--- src/hw/rtl/baro_sensor_compensation_assert.svh ---
// Assertion macros shared by the compensation block RTL.
// Included by modules that check their own handshake and pipeline state.
`ifndef BARO_SENSOR_COMPENSATION_ASSERT_SVH
`define BARO_SENSOR_COMPENSATION_ASSERT_SVH

// Assert an implication on every clock edge outside reset.
`define BSC_ASSERT_IMPL(label, clk, rstn, ante, cons) \
  label: assert property (@(posedge clk) disable iff (!rstn) (ante) |-> (cons)) \
    else $error("assertion failed");

// Assert a condition that must hold on every clock edge outside reset.
`define BSC_ASSERT_ALWAYS(label, clk, rstn, cond) \
  label: assert property (@(posedge clk) disable iff (!rstn) (cond)) \
    else $error("assertion failed");

`endif

--- src/hw/rtl/bsc_pkg.sv ---
// Types and constants of the barometric compensation block.
// No dependencies.
package bsc_pkg;

  localparam int unsigned NumCfgRegs = 6;
  localparam int unsigned CfgIdxW    = 3;
  localparam int unsigned CfgDataW   = 64;

  typedef enum logic [CfgIdxW-1:0] {
    CfgCoefFirst  = 3'd0,
    CfgCoefMiddle = 3'd1,
    CfgCoefLast   = 3'd2,
    CfgPressOsr   = 3'd3,
    CfgTempOsr    = 3'd4,
    CfgTempOffset = 3'd5
  } cfg_idx_e;

  // Oversampling scale factors selected by the 3-bit code.
  function automatic logic [22:0] scale_factor(input logic [2:0] code);
    logic [22:0] k;
    case (code)
      3'd0: k = 23'd524288;
      3'd1: k = 23'd1572864;
      3'd2: k = 23'd3670016;
      3'd3: k = 23'd7864320;
      3'd4: k = 23'd253952;
      3'd5: k = 23'd516096;
      3'd6: k = 23'd1040384;
      default: k = 23'd2088960;
    endcase
    return k;
  endfunction

  // Front-to-back queue entry: scaled magnitudes with signs.
  typedef struct packed {
    logic        sp_neg;
    logic [47:0] sp_mag;
    logic        st_neg;
    logic [47:0] st_mag;
  } scaled_t;

endpackage

--- src/hw/rtl/bsc_queue.sv ---
// Short queue between the front and back parts of the compensation block.
// Depends on bsc_pkg and the assertion header.
`include "baro_sensor_compensation_assert.svh"
module bsc_queue (
  input  logic             clk_i,
  input  logic             rst_ni,
  input  logic             wr_valid_i,
  output logic             wr_ready_o,
  input  bsc_pkg::scaled_t wr_data_i,
  output logic             rd_valid_o,
  input  logic             rd_ready_i,
  output bsc_pkg::scaled_t rd_data_o
);
  import bsc_pkg::*;

  scaled_t    mem_q [4];
  logic [1:0] wp_q, rp_q;
  logic [2:0] cnt_q;
  logic       wr_en, rd_en;

  assign wr_ready_o = cnt_q != 3'd4;
  assign rd_valid_o = cnt_q != 3'd0;
  assign wr_en      = wr_valid_i && wr_ready_o;
  assign rd_en      = rd_valid_o && rd_ready_i;
  assign rd_data_o  = mem_q[rp_q];

  // Advance pointers and count.
  always_ff @(posedge clk_i or negedge rst_ni) begin
    if (!rst_ni) begin
      wp_q  <= '0;
      rp_q  <= '0;
      cnt_q <= '0;
    end else begin
      if (wr_en) wp_q <= wp_q + 2'd1;
      if (rd_en) rp_q <= rp_q + 2'd1;
      cnt_q <= cnt_q + {2'b0, wr_en} - {2'b0, rd_en};
    end
  end

  // Store entries.
  always_ff @(posedge clk_i) begin
    if (wr_en) mem_q[wp_q] <= wr_data_i;
  end

  `BSC_ASSERT_ALWAYS(a_cnt_range, clk_i, rst_ni, cnt_q <= 3'd4)
  `BSC_ASSERT_IMPL(a_ptr_gap, clk_i, rst_ni, cnt_q == 3'd0, wp_q == rp_q)
  `BSC_ASSERT_IMPL(a_cnt_step, clk_i, rst_ni, wr_en && !rd_en,
                   ##1 cnt_q == $past(cnt_q) + 3'd1)

endmodule

--- config.mk ---
export PLATFORM = sky130hd
export DESIGN_NAME = bsc_queue
export DESIGN_NICKNAME = d
export VERILOG_FILES = /design/src/hw/rtl/bsc_pkg.sv /design/src/hw/rtl/bsc_queue.sv
export VERILOG_INCLUDE_DIRS = /design/src /design/src/hw/rtl
export SDC_FILE = /design/constraint.sdc
export NUM_CORES = 1
export LEC_CHECK = 0
export BUFFER_PORTS_ARGS = -buffer_cell sky130_fd_sc_hd__buf_4
export CAP_MARGIN = 20
export CORE_MARGIN = 5
export CORE_UTILIZATION = 51
export DETAILED_ROUTE_END_ITERATION = 10
export PLACE_DENSITY = 0.73
export REMOVE_ABC_BUFFERS = 1
export SLEW_MARGIN = 40
export SYNTH_ARGS = -nofsm -noshare
export SYNTH_HDL_FRONTEND = slang
export SYNTH_SLANG_ARGS = --single-unit
--- constraint.sdc ---
create_clock -name clk_i -period 3.46 [get_ports clk_i]
set_clock_uncertainty 0.2 [all_clocks]
set_input_delay 0.519 -clock clk_i [delete_from_list [all_inputs] [get_ports clk_i]]
set_output_delay 0.519 -clock clk_i [all_outputs]
set_load 0.005 [all_outputs]
**After elaboration in Yosys (flattened, before gate mapping)**

Memory sizes are Yosys's and may differ from the RTL's.
Index checks and enable logic that the tools add are counted.

- Bits in registers: 7
- Bits in latches: 0
- Memory bits (writable): 392
- Memory bits (read-only): 0
- Output and inout bits: 100
- Logic and storage cells: 14
- Memories: 1

- Add/subtract/negate cells: 4
- Multipliers: 0
- Div/mod/pow operators: 0
- Magnitude comparators: 0
- Equal/unequal tests: 1
- Shifts and indexed selects: 0
- Mux-type cells: 2
- Bitwise operators: 0
- Reductions and logical operators: 3

Memory list:

| name | depth | bits a word | read ports | clocked after memory_dff | wr ports | line | source |
|---|---|---|---|---|---|---|---|
| mem_q | 4 | 98 | 1 | 0 | 1 | bsc_queue.sv:16 | `scaled_t mem_q [4];` |

Operators with widths:

| kind | count |
|---|---|
| adder 2 x 1 -> 2 bit (second input constant) | 2 |
| adder 3 x 1 -> 3 bit | 1 |
| inequality test 3 bit (second input constant) | 1 |
| nonzero test 3 bit | 1 |
| subtractor 3 x 1 -> 3 bit | 1 |
| logical AND 1 bit | 2 |
| two-way mux 1 bit | 2 |

**Longest topological paths before layout**

- Depth in word-level cells: 4
- Gate-level depth with buffers: 9

**Worst setup path before layout**

Ideal clock, no wire load.

- Path kind: register to register
- Start point: register cnt_q[2]
- End point: memory mem_q[0][0] (netlist name), enable pin
- Data arrival time: 3.005 ns
- Data required time: 2.791 ns
- Slack: -0.214 ns
- Cell stages (with the launch flop): 3
- Path buffers: 0
- Period minus slack after synthesis: 3.674 ns
- Cell sequence: dfrtp_1 nor3b_2 and3b_1

- Longest elaborated chain between the ends: 4

Ends and longest elaborated chain:

| item | line | source |
|---|---|---|
| from (decl) | bsc_queue.sv:18 | `logic [2:0] cnt_q;` |
| from (signal assigned) | bsc_queue.sv:36 | `cnt_q <= cnt_q + {2'b0, wr_en} - {2'b0, rd_en};` |
| inequality test 3 bit | bsc_queue.sv:21 | `assign wr_ready_o = cnt_q != 3'd4;` |
| logical AND 1 bit | bsc_queue.sv:23 | `assign wr_en = wr_valid_i && wr_ready_o;` |
| two-way mux 1 bit | bsc_queue.sv:42 | `if (wr_en) mem_q[wp_q] <= wr_data_i;` |
| two-way mux 1 bit (not written as such) | bsc_queue.sv:42 |  |
| to (decl) | bsc_queue.sv:16 |  |

Every way passes these cells.

==> flow_summary.json <==
{
  "tritoncts": "built",
  "fin_util": 0.6531,
  "postLayoutCellArea_um2": 18700,
  "hold_violations": 0,
  "start_util": 0.5140,
  "worstMarginPinSlew_ps": 601.2,
  "place_area_um2": 16710,
  "yosys_register_bits": 399,
  "dieHeight_um": 179.9,
  "hpwl_um": 16760,
  "root_buffer": "clkbuf_16",
  "cts.sinks": 399,
  "grt_max_degree": 67,
  "p_leak_uw": 0.006425,
  "antenna_found_initial": 0,
  "drt-wirelength-per-cell_um": 21.75,
  "final_cells": 1273,
  "avgSynthCellArea_um2": 26.61,
  "die_area_um2": 32350,
  "drt_iter0_drc": 432,
  "crit_slowest_cell": "dfrtp_4",
  "placementRows": 62,
  "ant_nets": 0,
  "max_freq_mhz": 321.3,
  "drcViolationCount": 0,
  "max-vdd-ir-drop_mv": 0.4938,
  "syn_to_final_growth_pct": 27.07,
  "placed_cells": 1130,
  "postCtsHoldBufs": 71,
  "min_period_over_period": 0.8994,
  "cpLargestDelayFamily": "flip-flops",
  "first_global_vias": 7577,
  "cp-end-kind": "output pin",
  "n_antenna_cell": 0,
  "yosysSeqAreaShare": 0.8120,
  "worst_path_most_repeated_cell": "buf_4",
  "first_pass_iters": 4,
  "grt_usage": 0.1712,
  "crit_arrival_ps": 2390,
  "drive_above_1_share": 0.4241,
  "syn_inst": 553,
  "numCtsBuffers": 40,
  "gr-total-overflow": 0,
  "grt_pass1_wl_um": 43670,
  "cap_violations": 0,
  "most-common-layout-cells": "edfxtp_1 (392), buf_4 (203), mux4_2 (98)",
  "critPathMaxStageDelay_ps": 820,
  "vias_per_cell": 5.317,
  "final_nets": 971,
  "relSlewSlack": 0.5992,
  "critPathKind": "flip-flop to output pin",
  "power_density_nw_per_um2": 819.1,
  "htree_levels": 2,
  "core-area_um2": 28630,
  "vias": 6769,
  "tns_ps": 0,
  "cts_max_path_buffers": 3,
  "min_path_type": "input pin to flip-flop",
  "final_common_cell": "edfxtp_1",
  "worstPathRequired_ps": 2740,
  "die_x_um": 179.9,
  "postCtsResizedCells": 0,
  "gp_congestion": 0.7198,
  "status": "finished clean",
  "clk_pin_slew_ps": 60,
  "min_period_ps": 3112,
  "start_kind": "flip-flop",
  "rsz0062_at_grt": "no",
  "setup_viol": 0,
  "portBuffers": 201,
  "drt_wl_total_um": 27690,
  "yosysWarnings": 0,
  "cp_num_buf_inv": 2,
  "path_cells": "buf_4, mux4_2, buf_4",
  "finalMaxSlewViolations": 0,
  "post-cts-setup-buffers": 0,
  "synth_cell_types": 21,
  "hold_slack_ps": 24.22,
  "syn_area_um2": 14710,
  "io_pins": 202,
  "crit_fanout": 26,
  "clk_latency_ps": 500
}
==> synthesized netlist by cell type <==
| master | n | area (µm²) |
|---|---|---|
| and3b_1 | 4 | 35.03 |
| buf_12 | 10 | 200.2 |
| buf_2 | 10 | 50.05 |
| buf_4 | 1 | 7.510 |
| buf_6 | 1 | 11.26 |
| dfrtp_1 | 7 | 175.2 |
| edfxtp_1 | 392 | 11770 |
| fa_1 | 1 | 20.02 |
| ha_1 | 6 | 75.07 |
| inv_1 | 6 | 22.52 |
| mux4_2 | 98 | 2207 |
| nand2_1 | 1 | 3.750 |
| nand2b_1 | 4 | 25.02 |
| nand4bb_1 | 2 | 22.52 |
| nor3b_2 | 1 | 12.51 |
| o211ai_1 | 2 | 15.01 |
| o311ai_0 | 1 | 8.760 |
| o31a_1 | 1 | 8.760 |
| or3_1 | 1 | 6.260 |
| xnor2_1 | 3 | 26.28 |
| xor2_1 | 1 | 8.760 |
==> power by group <==
group	switching [µW]	internal [µW]
combinational	2020	2520
clock	1670	2400
sequential	336	6370
==> metal layers <==
layer  wire [µm]  share of wire  track usage  vias up
li1            -              -            -     3019
met5           0              0            0        -
met4         420          0.015      0.03536        0
met2       14140           0.51       0.2874      211
met1       11380           0.41       0.2323     3501
met3        1751          0.063      0.04305       38
==> through the flow <==
| step | setup slack [ps] | total power (µW) |
|---|---|---|
| global route | 176.0 | 16090 |
| global placement | 839.1 | 11240 |
| finish | 347.9 | 15310 |
| CTS | 266.7 | 15560 |
| detailed placement | 791.0 | 11400 |
| floorplan | -1772 | 9317 |
==> sequential cells by signal, summed over array words and instances, names as in the netlist <==
signal	cells
mem_q	392
cnt_q	3
rp_q	2
wp_q	2
==> logic make-up after synthesis <==
| logic type | synth area share |
|---|---|
| muxes | 0.1500 |
| DFF | 0.8120 |
| and+or+nand+nor | 0.007143 |
| AOI/OAI and AO/OA | 0.002211 |
| xor gates and xnor gates | 0.002382 |
| adders and majority gates | 0.006463 |
| buffers and inverters | 0.01981 |
==> final timing paths <==
kind                       slack, ps             to     startpoint  cells after the start
setup reg to reg                 820       cnt_q[2]       cnt_q[1]                      9
max in group asynchronous       2730        rp_q[1]         rst_ni                      2
hold reg to reg                  420        wp_q[1]        wp_q[1]                      2
setup / recovery                 350  rd_data_o[75]        rp_q[0]                      3
hold / removal                    20   mem_q[3][74]  wr_data_i[74]                      1
min in group asynchronous        200        wp_q[1]         rst_ni                      2
==> worst reg2reg max path, delay by kind of cell, from the launching register on <==
kind                       cells  cell delay [ps]
adders and majority gates      3              790
DFF                            1              480
buffers and inverters          2              120
xor gates and xnor gates       2              290
and+or+nand+nor                2              640
==> cell type report <==
class / count / area (µm²)
well taps: 384 / 480.5
inverters: 6 / 22.52
flip-flops and latches: 399 / 11950
repair buffers: 289 / 2505
multi-input cells: 126 / 2490
fillers: 1807 / 9930
clock buffers: 49 / 1056
clock inverters: 20 / 187.7
Note: power is estimated with default switching activity, not from simulation.
