`src/hw/rtl/baro_sensor_compensation_assert.svh`:
```
// Assertion macros shared by the compensation block RTL.
// Included by modules that check their own handshake and pipeline state.
`ifndef BARO_SENSOR_COMPENSATION_ASSERT_SVH
`define BARO_SENSOR_COMPENSATION_ASSERT_SVH

// Assert an implication on every clock edge outside reset.
`define BSC_ASSERT_IMPL(label, clk, rstn, ante, cons) \
  label: assert property (@(posedge clk) disable iff (!rstn) (ante) |-> (cons)) \
    else $error("assertion failed");

// Assert a condition that must hold on every clock edge outside reset.
`define BSC_ASSERT_ALWAYS(label, clk, rstn, cond) \
  label: assert property (@(posedge clk) disable iff (!rstn) (cond)) \
    else $error("assertion failed");

`endif

```
`src/hw/rtl/bsc_pkg.sv`:
```
// Types and constants of the barometric compensation block.
// No dependencies.
package bsc_pkg;

  localparam int unsigned NumCfgRegs = 6;
  localparam int unsigned CfgIdxW    = 3;
  localparam int unsigned CfgDataW   = 64;

  typedef enum logic [CfgIdxW-1:0] {
    CfgCoefFirst  = 3'd0,
    CfgCoefMiddle = 3'd1,
    CfgCoefLast   = 3'd2,
    CfgPressOsr   = 3'd3,
    CfgTempOsr    = 3'd4,
    CfgTempOffset = 3'd5
  } cfg_idx_e;

  // Oversampling scale factors selected by the 3-bit code.
  function automatic logic [22:0] scale_factor(input logic [2:0] code);
    logic [22:0] k;
    case (code)
      3'd0: k = 23'd524288;
      3'd1: k = 23'd1572864;
      3'd2: k = 23'd3670016;
      3'd3: k = 23'd7864320;
      3'd4: k = 23'd253952;
      3'd5: k = 23'd516096;
      3'd6: k = 23'd1040384;
      default: k = 23'd2088960;
    endcase
    return k;
  endfunction

  // Front-to-back queue entry: scaled magnitudes with signs.
  typedef struct packed {
    logic        sp_neg;
    logic [47:0] sp_mag;
    logic        st_neg;
    logic [47:0] st_mag;
  } scaled_t;

endpackage

```
`src/hw/rtl/bsc_front.sv`:
```
// Front part: accepts raw reading pairs and scales them by reciprocal.
// Depends on bsc_pkg.
module bsc_front #(
  parameter int unsigned ScaledFracBits = 24
) (
  input  logic             clk_i,
  input  logic             rst_ni,
  input  logic [2:0]       p_osr_i,
  input  logic [2:0]       t_osr_i,
  input  logic             in_valid_i,
  output logic             in_ready_o,
  input  logic [23:0]      raw_p_i,
  input  logic [23:0]      raw_t_i,
  output logic             out_valid_o,
  input  logic             out_ready_i,
  output bsc_pkg::scaled_t out_o
);
  import bsc_pkg::*;

  // The smallest scale factor is just under 2^18, so the reciprocal needs
  // six bits above the fraction width.
  localparam int unsigned RecipW = ScaledFracBits + 6;
  localparam int unsigned ProdW  = 24 + RecipW;

  logic [RecipW-1:0] recip_p, recip_t;
  logic              s1_valid_q, s2_valid_q;
  logic              s1_pn_q, s1_tn_q;
  logic [23:0]       s1_pm_q, s1_tm_q;
  logic [RecipW-1:0] s1_rp_q, s1_rt_q;
  scaled_t           s2_q;
  logic              adv1, adv2;
  logic [ProdW-1:0]  prod_p, prod_t;

  // Reciprocal from the constant division table (elaborated per code).
  function automatic logic [RecipW-1:0] recip(input logic [2:0] code);
    logic [RecipW-1:0] r;
    case (code)
      3'd0: r = RecipW'((64'd1 << (ScaledFracBits + 23)) / 64'd524288);
      3'd1: r = RecipW'((64'd1 << (ScaledFracBits + 23)) / 64'd1572864);
      3'd2: r = RecipW'((64'd1 << (ScaledFracBits + 23)) / 64'd3670016);
      3'd3: r = RecipW'((64'd1 << (ScaledFracBits + 23)) / 64'd7864320);
      3'd4: r = RecipW'((64'd1 << (ScaledFracBits + 23)) / 64'd253952);
      3'd5: r = RecipW'((64'd1 << (ScaledFracBits + 23)) / 64'd516096);
      3'd6: r = RecipW'((64'd1 << (ScaledFracBits + 23)) / 64'd1040384);
      default: r = RecipW'((64'd1 << (ScaledFracBits + 23)) / 64'd2088960);
    endcase
    return r;
  endfunction

  assign recip_p = recip(p_osr_i);
  assign recip_t = recip(t_osr_i);

  assign adv2       = !s2_valid_q || out_ready_i;
  assign adv1       = !s1_valid_q || adv2;
  assign in_ready_o = adv1;

  assign prod_p = ProdW'(s1_pm_q) * ProdW'(s1_rp_q) + (ProdW'(1) << 22);
  assign prod_t = ProdW'(s1_tm_q) * ProdW'(s1_rt_q) + (ProdW'(1) << 22);

  // Advance valid bits.
  always_ff @(posedge clk_i or negedge rst_ni) begin
    if (!rst_ni) begin
      s1_valid_q <= 1'b0;
      s2_valid_q <= 1'b0;
    end else begin
      if (adv1) s1_valid_q <= in_valid_i;
      if (adv2) s2_valid_q <= s1_valid_q;
    end
  end

  // Take magnitudes, then multiply by reciprocal and round.
  always_ff @(posedge clk_i) begin
    if (adv1 && in_valid_i) begin
      s1_pn_q <= raw_p_i[23];
      s1_tn_q <= raw_t_i[23];
      s1_pm_q <= raw_p_i[23] ? 24'(-raw_p_i) : raw_p_i;
      s1_tm_q <= raw_t_i[23] ? 24'(-raw_t_i) : raw_t_i;
      s1_rp_q <= recip_p;
      s1_rt_q <= recip_t;
    end
    if (adv2 && s1_valid_q) begin
      s2_q.sp_neg <= s1_pn_q;
      s2_q.st_neg <= s1_tn_q;
      s2_q.sp_mag <= 48'(prod_p >> 23);
      s2_q.st_mag <= 48'(prod_t >> 23);
    end
  end

  assign out_valid_o = s2_valid_q;
  assign out_o       = s2_q;

endmodule

```
`config.mk`:
```
export PLATFORM = sky130hd
export DESIGN_NAME = bsc_front
export DESIGN_NICKNAME = d
export VERILOG_FILES = /design/src/hw/rtl/baro_sensor_compensation_assert.svh /design/src/hw/rtl/bsc_pkg.sv /design/src/hw/rtl/bsc_front.sv
export SDC_FILE = /design/constraint.sdc
export NUM_CORES = 2
export LEC_CHECK = 0
export BUFFER_PORTS_ARGS = -buffer_cell sky130_fd_sc_hd__buf_2
export CORE_ASPECT_RATIO = 1.25
export CORE_MARGIN = 4
export CORE_UTILIZATION = 60
export DETAILED_ROUTE_END_ITERATION = 16
export PLACE_DENSITY_LB_ADDON = 0.25
export REMOVE_ABC_BUFFERS = 1
export SKIP_LAST_GASP = 1
export SLEW_MARGIN = 20
export SYNTH_ARGS = -nofsm -noshare
export SYNTH_HDL_FRONTEND = slang
export SYNTH_SLANG_ARGS = --single-unit
```
`constraint.sdc`:
```
create_clock -name clk_i -period 7.35 [get_ports clk_i]
set_input_delay 0 -clock clk_i [delete_from_list [all_inputs] [get_ports clk_i]]
set_output_delay 0 -clock clk_i [all_outputs]
set_load 0.01 [all_outputs]
```
# == Word-level counts from Yosys, hierarchy flattened ==
# Index checks and enable logic that the tools add are counted.
# totals
register_bits,176
latch_bits,0
mem_bits_rw,0
mem_bits_ro,0
output_inout_bits,100
wordCells,44
memories,0
# classes
n_addsub,4
multipliers,2
div,0
magnitude_cmp,0
eq_ne,12
n_shift,0
n_mux,4
bitwise_logic,0
n_reduce_logical,8
# op_table
operator,count
$pmux W30 S7,2
$add A54 B23 Y54 const B,2
$mul A24 B30 Y54,2
$neg A24 Y24,2
$mux W23,2
$eq A3 B3 Y1 const B,6
$eq A3 B2 Y1 const B,4
$eq A3 B1 Y1 const B,2
$logic_not A3 Y1,2
$logic_and A1 B1 Y1,2
$logic_not A1 Y1,2
$logic_or A1 B1 Y1,2

# == Logic depth before layout (Yosys ltp) ==
# logic_depth
depth_word,4
ltp_mapped,28

# == Worst setup path after synthesis ==
# Ideal clock, no wire load.
# synth_timing
kind,register to register
startpoint,register s1_pm_q[0]
endpoint,"register s2_q (netlist bit out_o[61]), data pin"
setup_ns,0.259
t_arrival_ns,6.627
setup_slack_ns,0.464
stages_incl_launch_ff,25
period_less_slack_ns,6.886
cell_sequence,edfxtp_1 -> clkbuf_1 -> and2_1 -> fa_1 -> inv_1 -> fa_1 -> fa_1 -> fa_1 -> fa_1 -> inv_1 -> fa_1 -> inv_1 -> fa_1 -> inv_1 -> ha_1 -> a21o_1 -> a21o_1 -> a221oi_1 -> o221ai_1 -> o21ai_0 -> o21ai_0 -> or2_2 -> a21oi_1 -> o21ai_0 -> xnor2_1
# synth_via
elab_chain_cells,2
# synth_rtl
item,line,rtl
start: declaration,bsc_front.sv:28,"logic [23:0] s1_pm_q, s1_tm_q;"
start signal: assignment,bsc_front.sv:76,s1_pm_q <= raw_p_i[23] ? 24'(-raw_p_i) : raw_p_i;
$mul A24 B30 Y54,bsc_front.sv:57,assign prod_p = ProdW'(s1_pm_q) * ProdW'(s1_rp_q) + (ProdW'(1) << 22);
$add A54 B23 Y54,bsc_front.sv:57,
net prod_p[35],bsc_front.sv:32,"logic [ProdW-1:0] prod_p, prod_t;"
end: declaration,bsc_front.sv:30,scaled_t s2_q;
# The timed path passes the listed nets, and every way through them passes these cells.
# A chain may end at the register's enable or synchronous reset.

# == Final worst setup path ==
# layout_timing
startpoint,register s1_rp_q[14]
endpoint,"register s2_q (netlist bit out_o[78]), data pin"
# layout_via
elab_chain_cells,2
# layout_rtl
item,line,rtl
start: declaration,bsc_front.sv:29,"logic [RecipW-1:0] s1_rp_q, s1_rt_q;"
start signal: assignment,bsc_front.sv:78,s1_rp_q <= recip_p;
$mul A24 B30 Y54,bsc_front.sv:57,
$add A54 B23 Y54,bsc_front.sv:57,
net prod_p[52],bsc_front.sv:32,
# The timed path passes the listed nets, and every way through them passes these cells.

==> impl_results.md <==
* Outcome: complete, no violations
* GRT Total Usage at 34.6%
* Final setup violation count at 0
* Crit path capture: out_o[78]
* Drt pass-1 iters at 8
* Vias per inst at 5.40
* Worst R2R Start: s1_rp_q[14]
* Fmax at 139 MHz
* Post-route cell area at 50700 µm²
* Top Family by Delay on Critical Path: adder cells
* Worst-Skew Late Latency at ~0.52 ns
* Arr. time, crit path at between 7 and 8 ns
* Slew HR at 32.6%
* Clock slew at reported path FFs at 0.08 ns
* Highest-count cells in the layout ignoring fill and taps: 1419 x inv_1, 874 x fa_1, 686 x ha_1
* # IOs at 158
* Initial drt markers at between 2k and 2.5k
* Initial antenna violation count at 4
* CTS max path bufs at 2
* Placed cell area at 48900 µm²
* Routed Antenna Nets at 0
* Post-synth EDFFs at 146
* Die Height at around 310 µm
* R2R cell count at 23
* CP max stage delay at 0.63 ns
* Routed WL per cell at 21.8 µm
* Buf/Inv on CP at 5
* RSZ-0062 raised after global routing: true
* CORE AREA at 74700 µm²
* Routed via count at about 33k
* Commonest non-fill, non-tap cell in the layout: inv_1
* Critical path's slowest cell: fa_1
* Synth area leader: fa_1
* Clock Root Buffer: clkbuf_16
* Reg2reg setup slack at 0.14 ns
* CTS tree: built
* Crit path top cell by count: fa_1
* Final period util at roughly 100%
* DR DRC count at 0
* Syn Inst Count at 4681
* Kind of critical path: reg2reg
* CTS buffer count at 17
* Initial Utilization at 60.5%
* Worst Setup SP: s1_rp_q[14]
* Max Slew Vio Count at 0
* Max-cap viol count at 0
* CP Depth at 23
* Largest net degree at the start of global routing at a little over 50
* #FFs+latches synth at 148
* Clk_skew at 0.0202 ns
* Register area at 4430 µm²
* Synth area leaders: fa_1 39%, ha_1 19%, inv_1 12%
* Fillers at roughly 6.0k
* Syn Area/Cell at 9.65 µm²
* Post-Syn Area at 45200 µm²
* Post-synth top flop: edfxtp_1
* Clk sink count at ~150
* Fin crit period at 7.21 ns
* CP Cell Sequence: buf_4, buf_4, nand2_1, fa_1, inv_1, fa_1, fa_1, fa_1, fa_1, fa_1, fa_1, ha_1, nand3_1, or3_4, a41oi_2, buf_4, o21ai_2, a21oi_2, buf_6, a21oi_2, a31o_2, mux2i_1, o211ai_1
* Worst-Margin Slew at 1.00 ns
* Htree depth at 4
* Fin. Hold Viols at 0
* Post-synthesis async set-or-reset flop share at about 1.4%
* Share of the synthesized area in the top cell type at about 40%
* Num rows at roughly 110
* Drt total wl at 133 mm
* CP Capture Type: flop
* Number of global-route vias before repair at 36.6k
* Total Die Area at between 70000 and 80000 µm²
* Worst hold margin at 0.0440 ns
* Die width at approximately 250 µm
* Total congestion overflow at 0
* Hold Crit Class: in2reg
* Critical path data required time at 7.60 ns
* Multi-input logic area at 35100 µm²
* YS warnings at 0
* Netlist cell types at 66
* Reg2Reg Capture Point: out_o[78]
* Placer Congestion at 1.00
* Type of origin of the critical path: flop
* Final nets at 6738
* Worst Path Max Fanout at 16
* I/O Buffers at 123
* Post-DP HPWL at 116 mm
* P&R area growth vs syn at 12.3%
* Register area share after synthesis at 9.82%
* Share of cells above drive strength 1 at 11.1%
* First-pass GRT wire length at 205 mm
worst min-delay path by stage:
stage                  endpoint  cells after the start  startpoint  slack (ns)
floorplan           out_valid_o                      0      rst_ni       -0.30
global placement    out_valid_o                      1      rst_ni       -0.22
detailed placement   s1_valid_q                      1      rst_ni       -0.21
CTS                  s1_pm_q[1]                      3  raw_p_i[1]      0.0004
global route         s1_pm_q[1]                      3  raw_p_i[1]        0.03
finish               s1_pm_q[1]                      3  raw_p_i[1]        0.04
logic make-up after synthesis:
kind of cell / share of synthesized area, %
AOI/OAI and AO/OA: 3.70
and+or+nand+nor: 12.1
muxes: 0.0443
buffers and inverters: 13.4
DFF: 9.82
xor gates and xnor gates: 2.39
other: 0.00831
adders and majority gates: 58.5
cells in the mapped netlist, types with 10 or more instances:
library cell and n:
buf_4 34, nand3_1 15, nor2b_1 15, o41ai_1 10, nand2b_1 25, fa_1 888
o21ai_0 60, and2_1 567, edfxtp_1 146, o31ai_1 12, ha_1 692, inv_1 1420
and3_1 10, a21oi_1 77, nor2_1 36, xor2_1 33, nand2_1 273, clkbuf_1 123
a21o_1 24, xnor2_1 90
layout make-up:
type / instances / share of cell area [%]
flip-flops and latches: 148 / 8.74
well taps: 969 / 2.39
diodes: 1 / 0.00493
inverters: 1421 / 10.5
multi-input cells: 2987 / 69.2
clock buffers: 17 / 0.839
clock inverters: 15 / 0.234
repair buffers: 525 / 8.07
flip-flops by register name, summed over array words and instances (netlist names):
| signal | count |
|---|---|
| s1_tn_q | 1 |
| s1_valid_q | 1 |
| s1_rp_q | 16 |
| s1_pn_q | 1 |
| s1_tm_q | 24 |
| out_o | 64 |
| s1_rt_q | 16 |
| out_valid_o | 1 |
| s1_pm_q | 24 |
worst min-delay path, delay by kind of cell:
family,cells,cell delay [ns]
compound gates,1,0.16
buf+inv,2,0.19
metal layers:
layer	part of all wire (%)	track usage [%]
met5	0.015	0
met4	9.7	25.9
met3	5.0	4.41
met2	51	61.1
met1	34	37.8
per-stage QoR:
stage | util, % | cells | setup TNS (ns) | setup slack, ns
final | 67.9 | 6083 | 0 | 0.135
after global routing | 67.9 | 6082 | -0.185 | -0.0716
after CTS | 67.3 | 6069 | 0 | 0.0298
after detailed placement | 65.5 | 5951 | -1.33 | -0.257
after floorplan | - | 4556 | 0 | 0.470
after global placement | 65.5 | 5951 | -0.150 | -0.0761
timing repair:
item | CTS | global route
resized for setup | 8 | 74
endpoints found under the setup margin | 17 | 33
pin swaps | 0 | 35
buffers inserted | 11 | 12
hold buffers | 75 | 0
endpoints found under the hold margin | 69 | 0
cloned | 0 | 1
Power is not shown: default switching activity piles up to over one toggle a cycle in this logic, so the estimate is an artifact.
